--- src/rtl/bitmap_allocator_find_first_zero_assert.svh ---
// ----------------------------------------------------------------------------
// Assertion macros for the bitmap allocator
// Clocked implication checks sampled on clk and held off during reset.
// ----------------------------------------------------------------------------
`ifndef BITMAP_ALLOCATOR_FIND_FIRST_ZERO_ASSERT_SVH
`define BITMAP_ALLOCATOR_FIND_FIRST_ZERO_ASSERT_SVH

// same-cycle implication
`define BAFZ_ASSERT_NOW(lbl, ante, cons, msg) \
  lbl: assert property (@(posedge clk) disable iff (!rst_n) (ante) |-> (cons)) \
    else $error(msg);

// next-cycle implication
`define BAFZ_ASSERT_NEXT(lbl, ante, cons, msg) \
  lbl: assert property (@(posedge clk) disable iff (!rst_n) (ante) |=> (cons)) \
    else $error(msg);

`endif

--- src/rtl/bafz_pkg.sv ---
// ----------------------------------------------------------------------------
// Bitmap allocator package
// Field types, request kinds and result status codes.
// ----------------------------------------------------------------------------
package bafz_pkg;

  localparam int WORD_BITS = 64;
  localparam int BIT_SEL_W = 6;

  typedef logic [1:0]  kind_t;
  typedef logic [9:0]  index_t;
  typedef logic [1:0]  status_t;
  typedef logic [10:0] size_t;

  localparam kind_t KIND_SET   = 2'd0;
  localparam kind_t KIND_CLEAR = 2'd1;
  localparam kind_t KIND_TEST  = 2'd2;
  localparam kind_t KIND_FIND  = 2'd3;

  localparam status_t STATUS_OK    = 2'd0;
  localparam status_t STATUS_RANGE = 2'd1;
  localparam status_t STATUS_NONE  = 2'd2;

  localparam size_t SIZE_RESET = 11'd1024;

endpackage

--- src/rtl/bafz_in_if.sv ---
// ----------------------------------------------------------------------------
// Bitmap allocator request channel
// Valid/ready channel carrying one request beat: kind and bit index.
// ----------------------------------------------------------------------------
interface bafz_in_if;
  import bafz_pkg::*;

  logic   valid;
  logic   ready;
  kind_t  kind;
  index_t index;

  modport source (output valid, output kind, output index, input ready);
  modport sink   (input valid, input kind, input index, output ready);
endinterface

--- src/rtl/bafz_out_if.sv ---
// ----------------------------------------------------------------------------
// Bitmap allocator result channel
// Valid/ready channel carrying one result beat: status, tested bit, free index.
// ----------------------------------------------------------------------------
interface bafz_out_if;
  import bafz_pkg::*;

  logic    valid;
  logic    ready;
  status_t status;
  logic    bit_value;
  index_t  free_index;

  modport source (output valid, output status, output bit_value, output free_index,
                  input ready);
  modport sink   (input valid, input status, input bit_value, input free_index,
                  output ready);
endinterface

--- src/rtl/bafz_ram.sv ---
// ----------------------------------------------------------------------------
// Generic RAM
// One write port and one read port, registered read data, no reset.
// ----------------------------------------------------------------------------
module bafz_ram #(
  parameter int WIDTH = 64,
  parameter int DEPTH = 16,
  parameter int AW    = (DEPTH > 1) ? $clog2(DEPTH) : 1
) (
  input  logic             clk,
  input  logic             we,
  input  logic [AW-1:0]    waddr,
  input  logic [WIDTH-1:0] wdata,
  input  logic [AW-1:0]    raddr,
  output logic [WIDTH-1:0] rdata
);

  logic [WIDTH-1:0] mem [DEPTH];

  always_ff @(posedge clk) begin
    if (we) begin
      mem[waddr] <= wdata;
    end
    rdata <= mem[raddr];
  end

endmodule

--- src/rtl/bitmap_allocator_find_first_zero.sv ---
// Results: out-of-range answered from idle; set, clear and test go through the access state.
// Scan: one 64-bit word read from the bitmap RAM per cycle, up to the last configured word.
// Requests: one at a time; the next is accepted in the cycle after the result beat is taken.
// Reset: size returns to 1024 and a clearing pass writes zeros to all WORD_COUNT words,
// one word per cycle, before the first request is accepted.
// ----------------------------------------------------------------------------
// Bitmap allocator with find-first-zero
// Word-wide bitmap in RAM; set, clear, test one bit or scan for the lowest zero.
// ----------------------------------------------------------------------------
`include "bitmap_allocator_find_first_zero_assert.svh"

module bitmap_allocator_find_first_zero #(
  parameter int CAPACITY_BITS = 1024
) (
  input  logic                clk,
  input  logic                rst_n,
  input  logic                cfg_we,
  input  bafz_pkg::size_t     cfg_wdata,
  bafz_in_if.sink             in_ch,
  bafz_out_if.source          out_ch
);
  import bafz_pkg::*;

  localparam int WORD_COUNT = (CAPACITY_BITS + WORD_BITS - 1) / WORD_BITS;
  localparam int WAW        = (WORD_COUNT > 1) ? $clog2(WORD_COUNT) : 1;
  localparam int XW         = (WAW > 5) ? WAW : 5;
  localparam logic [WAW-1:0] LAST_WORD = WAW'(WORD_COUNT - 1);

  localparam logic [1:0] ST_CLEAR  = 2'd0;
  localparam logic [1:0] ST_IDLE   = 2'd1;
  localparam logic [1:0] ST_ACCESS = 2'd2;
  localparam logic [1:0] ST_SCAN   = 2'd3;

  function automatic logic [BIT_SEL_W-1:0] lowest_one(input logic [WORD_BITS-1:0] x);
    logic [WORD_BITS-1:0] v;
    logic [WORD_BITS-1:0] low_mask;
    logic [BIT_SEL_W-1:0] pos;
    v   = x;
    pos = '0;
    for (int k = BIT_SEL_W - 1; k >= 0; k--) begin
      low_mask = (WORD_BITS'(1) << (1 << k)) - WORD_BITS'(1);
      if ((v & low_mask) == '0) begin
        v      = v >> (1 << k);
        pos[k] = 1'b1;
      end
    end
    return pos;
  endfunction

  logic [1:0]           state_r, state_nxt;
  logic [WAW-1:0]       word_r, word_nxt;
  size_t                size_r;
  kind_t                kind_r;
  index_t               idx_r;
  logic                 out_valid_r, out_valid_nxt;
  status_t              out_status_r, out_status_nxt;
  logic                 out_bit_r, out_bit_nxt;
  index_t               out_free_r, out_free_nxt;

  logic                 ram_we;
  logic [WAW-1:0]       ram_waddr;
  logic [WORD_BITS-1:0] ram_wdata;
  logic [WAW-1:0]       ram_raddr;
  logic [WORD_BITS-1:0] ram_rdata;

  size_t                used;
  size_t                used_m1;
  logic                 in_accept;
  logic                 in_range;
  logic                 last_scan;
  logic                 partial_word;
  logic [WORD_BITS-1:0] scan_mask;
  logic [WORD_BITS-1:0] free_bits;
  logic [WORD_BITS-1:0] bit_mask;

  bafz_ram #(
    .WIDTH (WORD_BITS),
    .DEPTH (WORD_COUNT),
    .AW    (WAW)
  ) u_bafz_ram (
    .clk   (clk),
    .we    (ram_we),
    .waddr (ram_waddr),
    .wdata (ram_wdata),
    .raddr (ram_raddr),
    .rdata (ram_rdata)
  );

  assign used         = (32'(size_r) > CAPACITY_BITS) ? 11'(CAPACITY_BITS) : size_r;
  assign used_m1      = used - 11'd1;
  assign in_ch.ready  = (state_r == ST_IDLE) && !out_valid_r;
  assign in_accept    = in_ch.valid && in_ch.ready;
  assign in_range     = {1'b0, in_ch.index} < used;
  assign last_scan    = XW'(word_r) == XW'(used_m1[10:BIT_SEL_W]);
  assign partial_word = XW'(word_r) == XW'(used[10:BIT_SEL_W]);
  assign scan_mask    = partial_word ? ~({WORD_BITS{1'b1}} << used[BIT_SEL_W-1:0])
                                     : {WORD_BITS{1'b1}};
  assign free_bits    = ~ram_rdata & scan_mask;
  assign bit_mask     = WORD_BITS'(1) << idx_r[BIT_SEL_W-1:0];

  always_comb begin
    state_nxt      = state_r;
    word_nxt       = word_r;
    out_valid_nxt  = out_valid_r && !out_ch.ready;
    out_status_nxt = out_status_r;
    out_bit_nxt    = out_bit_r;
    out_free_nxt   = out_free_r;
    ram_we         = 1'b0;
    ram_waddr      = WAW'(idx_r >> BIT_SEL_W);
    ram_wdata      = '0;
    ram_raddr      = WAW'(in_ch.index >> BIT_SEL_W);
    unique case (state_r)
      ST_CLEAR: begin
        ram_we    = 1'b1;
        ram_waddr = word_r;
        if (word_r == LAST_WORD) begin
          state_nxt = ST_IDLE;
          word_nxt  = '0;
        end else begin
          word_nxt = word_r + 1'b1;
        end
      end
      ST_IDLE: begin
        if (in_accept) begin
          out_status_nxt = STATUS_OK;
          out_bit_nxt    = 1'b0;
          out_free_nxt   = '0;
          if (in_ch.kind == KIND_FIND) begin
            if (used == '0) begin
              out_valid_nxt  = 1'b1;
              out_status_nxt = STATUS_NONE;
            end else begin
              ram_raddr = '0;
              word_nxt  = '0;
              state_nxt = ST_SCAN;
            end
          end else if (!in_range) begin
            out_valid_nxt  = 1'b1;
            out_status_nxt = STATUS_RANGE;
          end else begin
            state_nxt = ST_ACCESS;
          end
        end
      end
      ST_ACCESS: begin
        unique case (kind_r)
          KIND_SET: begin
            ram_we    = 1'b1;
            ram_wdata = ram_rdata | bit_mask;
          end
          KIND_CLEAR: begin
            ram_we    = 1'b1;
            ram_wdata = ram_rdata & ~bit_mask;
          end
          KIND_TEST: begin
            out_bit_nxt = |(ram_rdata & bit_mask);
          end
          KIND_FIND: begin
          end
        endcase
        out_valid_nxt = 1'b1;
        state_nxt     = ST_IDLE;
      end
      ST_SCAN: begin
        ram_raddr = word_r + 1'b1;
        if (free_bits != '0) begin
          out_valid_nxt = 1'b1;
          out_free_nxt  = 10'({word_r, lowest_one(free_bits)});
          state_nxt     = ST_IDLE;
        end else if (last_scan) begin
          out_valid_nxt  = 1'b1;
          out_status_nxt = STATUS_NONE;
          state_nxt      = ST_IDLE;
        end else begin
          word_nxt = word_r + 1'b1;
        end
      end
    endcase
  end

  always_ff @(posedge clk) begin
    if (!rst_n) begin
      state_r     <= ST_CLEAR;
      word_r      <= '0;
      size_r      <= SIZE_RESET;
      out_valid_r <= 1'b0;
    end else begin
      state_r     <= state_nxt;
      word_r      <= word_nxt;
      out_valid_r <= out_valid_nxt;
      if (cfg_we) begin
        size_r <= cfg_wdata;
      end
    end
  end

  always_ff @(posedge clk) begin
    out_status_r <= out_status_nxt;
    out_bit_r    <= out_bit_nxt;
    out_free_r   <= out_free_nxt;
    if (in_accept) begin
      kind_r <= in_ch.kind;
      idx_r  <= in_ch.index;
    end
  end

  assign out_ch.valid      = out_valid_r;
  assign out_ch.status     = out_status_r;
  assign out_ch.bit_value  = out_bit_r;
  assign out_ch.free_index = out_free_r;

  `BAFZ_ASSERT_NEXT(a_accept_progress, in_accept,
    out_valid_r || state_r == ST_ACCESS || state_r == ST_SCAN,
    "accepted beat neither answered nor in progress")
  `BAFZ_ASSERT_NOW(a_write_state, ram_we,
    state_r == ST_ACCESS || state_r == ST_CLEAR,
    "bitmap write outside clear pass or access")
  `BAFZ_ASSERT_NOW(a_scan_bound, state_r == ST_SCAN,
    XW'(word_r) <= XW'(used_m1[10:BIT_SEL_W]) && used != '0,
    "scan word beyond configured size")
  `BAFZ_ASSERT_NOW(a_status_code, out_valid_r,
    out_status_r == STATUS_OK || out_status_r == STATUS_RANGE || out_status_r == STATUS_NONE,
    "undefined status on result beat")

endmodule
--- src/flat_wrapper.sv ---
// flat-port wrapper written by rule: the top's interface ports become plain ports
module bitmap_allocator_find_first_zero_flat import bafz_pkg::*;
#(
  parameter int CAPACITY_BITS = 1024
)
  (clk, rst_n, cfg_we, cfg_wdata, in_ch_valid, in_ch_kind, in_ch_index, in_ch_ready, out_ch_valid, out_ch_status, out_ch_bit_value, out_ch_free_index, out_ch_ready);
  bafz_in_if in_ch_i ();
  bafz_out_if out_ch_i ();
  input  logic clk;
  input  logic rst_n;
  input  logic cfg_we;
  input  bafz_pkg::size_t cfg_wdata;
  input wire logic [$bits(in_ch_i.valid)-1:0] in_ch_valid;
  input wire logic [$bits(in_ch_i.kind)-1:0] in_ch_kind;
  input wire logic [$bits(in_ch_i.index)-1:0] in_ch_index;
  output wire logic [$bits(in_ch_i.ready)-1:0] in_ch_ready;
  output wire logic [$bits(out_ch_i.valid)-1:0] out_ch_valid;
  output wire logic [$bits(out_ch_i.status)-1:0] out_ch_status;
  output wire logic [$bits(out_ch_i.bit_value)-1:0] out_ch_bit_value;
  output wire logic [$bits(out_ch_i.free_index)-1:0] out_ch_free_index;
  input wire logic [$bits(out_ch_i.ready)-1:0] out_ch_ready;
  assign in_ch_i.valid = in_ch_valid;
  assign in_ch_i.kind = in_ch_kind;
  assign in_ch_i.index = in_ch_index;
  assign in_ch_ready = in_ch_i.ready;
  assign out_ch_valid = out_ch_i.valid;
  assign out_ch_status = out_ch_i.status;
  assign out_ch_bit_value = out_ch_i.bit_value;
  assign out_ch_free_index = out_ch_i.free_index;
  assign out_ch_i.ready = out_ch_ready;
  bitmap_allocator_find_first_zero #(.CAPACITY_BITS(CAPACITY_BITS)) u_core (.clk(clk), .rst_n(rst_n), .cfg_we(cfg_we), .cfg_wdata(cfg_wdata), .in_ch(in_ch_i), .out_ch(out_ch_i));
endmodule
--- config.mk ---
export PLATFORM = sky130hd
export DESIGN_NAME = bitmap_allocator_find_first_zero_flat
export DESIGN_NICKNAME = d
export VERILOG_FILES = /design/src/rtl/bafz_pkg.sv /design/src/rtl/bafz_in_if.sv /design/src/rtl/bafz_out_if.sv /design/src/rtl/bafz_ram.sv /design/src/rtl/bitmap_allocator_find_first_zero.sv /design/src/flat_wrapper.sv
export VERILOG_INCLUDE_DIRS = /design/src /design/src/rtl
export SDC_FILE = /design/constraint.sdc
export NUM_CORES = 2
export LEC_CHECK = 0
export ABC_AREA = 1
export BUFFER_PORTS_ARGS = -buffer_cell sky130_fd_sc_hd__buf_2
export CORE_MARGIN = 2
export CORE_UTILIZATION = 50
export DETAILED_ROUTE_END_ITERATION = 8
export HOLD_SLACK_MARGIN = 0.05
export PLACE_DENSITY = 0.67
export SYNTH_ARGS = -nofsm -noshare
export SYNTH_HDL_FRONTEND = slang
export SYNTH_HIERARCHICAL = 1
export SYNTH_SLANG_ARGS = --single-unit
--- constraint.sdc ---
create_clock -name clk -period 8.6 [get_ports clk]
set_input_delay 0.86 -clock clk [delete_from_list [all_inputs] [get_ports clk]]
set_output_delay 0.86 -clock clk [all_outputs]
set_load 0.005 [all_outputs]
==> metrics <==
Mean Syn Cell Area=9.76 um^2; CTS sink count=1131; GP Congestion=1.03; Worst slew margin=0.0291; CP Capture Type=register; Worst EP required=9.19 ns; fin crit period=6.07 ns; Synth Cell Area=51100 um^2; Slew @ Worst Pin=1.42 ns; gate count of the mapped netlist=5239; Switching Power=2.80 mW; Reg area=33100 um^2; post-detailed-route DRC marker count=0; Synth cell types=50; Final Max Slew Viols=0; P_leak=23.9 nW; max-cap viol count=1; via total after detailed routing=36700; final core utilization=0.553; first-pass GRT wire length=213000 um; clock root cell=clkbuf_16; Routed Antenna Nets=0; largest net degree at the start of global routing=279; CTS H-tree lvls=3; Area Growth Syn to Fin=9.93%; Wirelength per Cell=21.5 um; postcts setup bufs=0; TritonCTS clock tree=built; Multi-input gate area=13400 um^2; # resized after CTS=0; Die ar.=105000 um^2; sw frac=0.234; number of flops mapped to enable cells by yosys=1049; Worst setup SP type=register; outcome=complete, but fails checks; vias in the first global route=33900; design area=56200 um^2; Rows=117; DRT Pass-1 Iters=7; Placed Area=52500 um^2; worst skew pair latency=0.70 ns; Finish-stage setup viols=0; TritonCTS buffer count=113; antenna violations before repair=7; Reg clk slew, reported paths=0.06 ns; die width=324 um; Clock Path Buffers=3; Seq/Total Area, Yosys=0.648; Pwr Density=213 nW/um^2; Starting Density=0.503; Fmax=0.165 GHz; Setup TNS=0 ns; # fillers=8674; core box area=102000 um^2; CP max FO=194; hold buffer count at CTS=0; syn_nets=5277; skew final=0.0215 ns; Post-synth top flop=edfxtp_1; top post-synthesis cells by area=edfxtp_1, nand2_1, nand3_1, inv_1, dfxtp_1; total congestion overflow=0; Max IR drop VDD=0.000164 V; Final Power=12.0 mW; critical path class=register to register; Via-to-Cell Ratio=5.48; Post-layout nets=5261; WL final=144000 um; RSZ-0062 raised after global routing=no; IO Pins=43; Synthesis Warnings=6; chip height=324 um; power share of the clock group=0.409; Async SR Flop Fraction=0; Hold Fails Final Rpt=0; failing checks=max-capacitance violations; sequential share of power=0.516; Crit path arrival time=6.66 ns; period utilization=0.706; Synth area leader=edfxtp_1; Total GRT Usage=0.274; Post-DP HPWL=79500 um; P_int=9.19 mW; Hold/Removal Path Class=primary input to register; DR iter-0 viols=4162; layout cells sized above 1=0.0690; share of the synthesized area in the top cell type=0.616; PortBufs=42; combinational power share=0.075; FF+latch count, synth=1131; Hold WS=0.387 ns
## kinds of logic (layout without fill, tap and decap cells)
kind of cell,count (synthesis),in the layout,share of synthesized area
adder cells (fa/ha/maj),10,10,0.00245
AO/OA/AOI/OAI,256,256,0.0312
AND/OR/NAND/NOR,2694,2694,0.223
XOR/XNOR,8,8,0.00137
other,0,5,0
flip-flops,1131,1131,0.648
buffers and inverters,1140,1222,0.0940
## layout make-up
| class | instances | share of cell area |
|---|---|---|
| clock buffer | 148 | 0.0550 |
| inverter | 881 | 0.0594 |
| sequential | 1131 | 0.590 |
| clock inverter | 65 | 0.0107 |
| antenna | 5 | 0.000223 |
| tap | 1368 | 0.0304 |
| multi-input combinational | 2968 | 0.238 |
| timing repair buffer | 128 | 0.0168 |
## synthesized netlist by cell type, types with 10 or more instances
cell,n
nand2_1,1559
edfxtp_1,1049
inv_1,875
nand3_1,857
nor2_1,211
buf_2,119
o21ai_0,83
dfxtp_1,82
a21oi_1,70
clkbuf_1,46
a211oi_1,42
buf_4,36
buf_6,32
buf_1,26
nand2_2,16
nor3_1,14
o21bai_2,11
ha_1,10
## per-layer routing
layer  global-route usage  part of all wire  wire (um)
met1                0.391              0.42      60600
met2                0.428              0.46      65800
met3               0.0399             0.089      12800
met4                0.102             0.033       4770
met5                    0           0.00019         27
## path summary, 6_finish.rpt
path | from | to | slack (ns) | cells past startpoint
setup / recovery | u_core/size_r[3] | u_core/u_bafz_ram/rdata[17] | 2.53 | 21
hold / removal | in_ch_index[7] | u_core/idx_r[7] | 0.39 | 1
setup reg to reg | u_core/size_r[3] | u_core/u_bafz_ram/rdata[17] | 2.53 | 21
hold reg to reg | u_core/size_r[2] | u_core/size_r[2] | 0.54 | 2
## worst max-delay path, cell delays in order (launching register included)
cell and delay (ns):
dfxtp_1 0.60, nor2_1 0.10, nand3_1 0.13, o21bai_2 0.26
nand2_1 0.43, inv_1 0.30, nor2_1 0.20, nand2_1 0.17
or4_1 0.52, nand3_1 0.10, nand2_1 0.09, inv_1 0.11
o21ai_0 0.14, o21ai_4 0.08, buf_4 0.47, buf_4 0.69
buf_12 0.59, nand2_1 0.14, nand3_1 0.13, nand3_1 0.09
nand3_1 0.15, nand2_1 0.06
## power groups by stage
stage                     clock network (mW)  registers [mW]  logic, mW
after floorplan                            0            6.27      0.616
after global placement                     0            6.30      0.883
after detailed placement                   0            6.30      0.886
after CTS                               4.96            6.19      0.890
after global routing                    5.17            6.20      0.984
final                                   4.90            6.19      0.901
## cell usage in the layout, fill, tap and decap left out, drive strengths merged
cell type and n:
o2bb2ai 1, a221oi 6, ha 10, nor2 220, diode 5, o2111ai 4
clkinv 52, xor2 7, edfxtp 1049, nor3 15, nand2 1577, nor4 9
nand4 9, dfxtp 82, inv 881, a221o 1, bufinv 11, o41ai 1
o21a 2, xnor2 1, o22ai 4, or2 4, a22oi 1, clkinvlp 2
clkbuf 148, a41oi 1, a2111oi 6, or4 1, o21bai 20, a31oi 1
o211a 1, a21oi 70, o31ai 2, o211ai 7, o21ai 86, buf 128
nand3 859, a211oi 42
## per-stage QoR
stage	setup WS, ns	std cells
floorplan	3.87	5239
global placement	2.77	6476
detailed placement	2.71	6476
CTS	2.66	6689
global route	2.10	6690
finish	2.53	6694
## registers in the layout (all words and copies together) (netlist names)
| register | cells |
|---|---|
| u_core/idx_r | 10 |
| u_core/kind_r | 2 |
| u_core/out_ch.bit_value | 1 |
| u_core/out_ch.free_index | 10 |
| u_core/out_ch.status | 2 |
| u_core/out_ch.valid | 1 |
| u_core/size_r | 11 |
| u_core/state_r | 2 |
| u_core/u_bafz_ram/mem | 1024 |
| u_core/u_bafz_ram/rdata | 64 |
| u_core/word_r | 4 |
(Power assumes the default switching activity.)
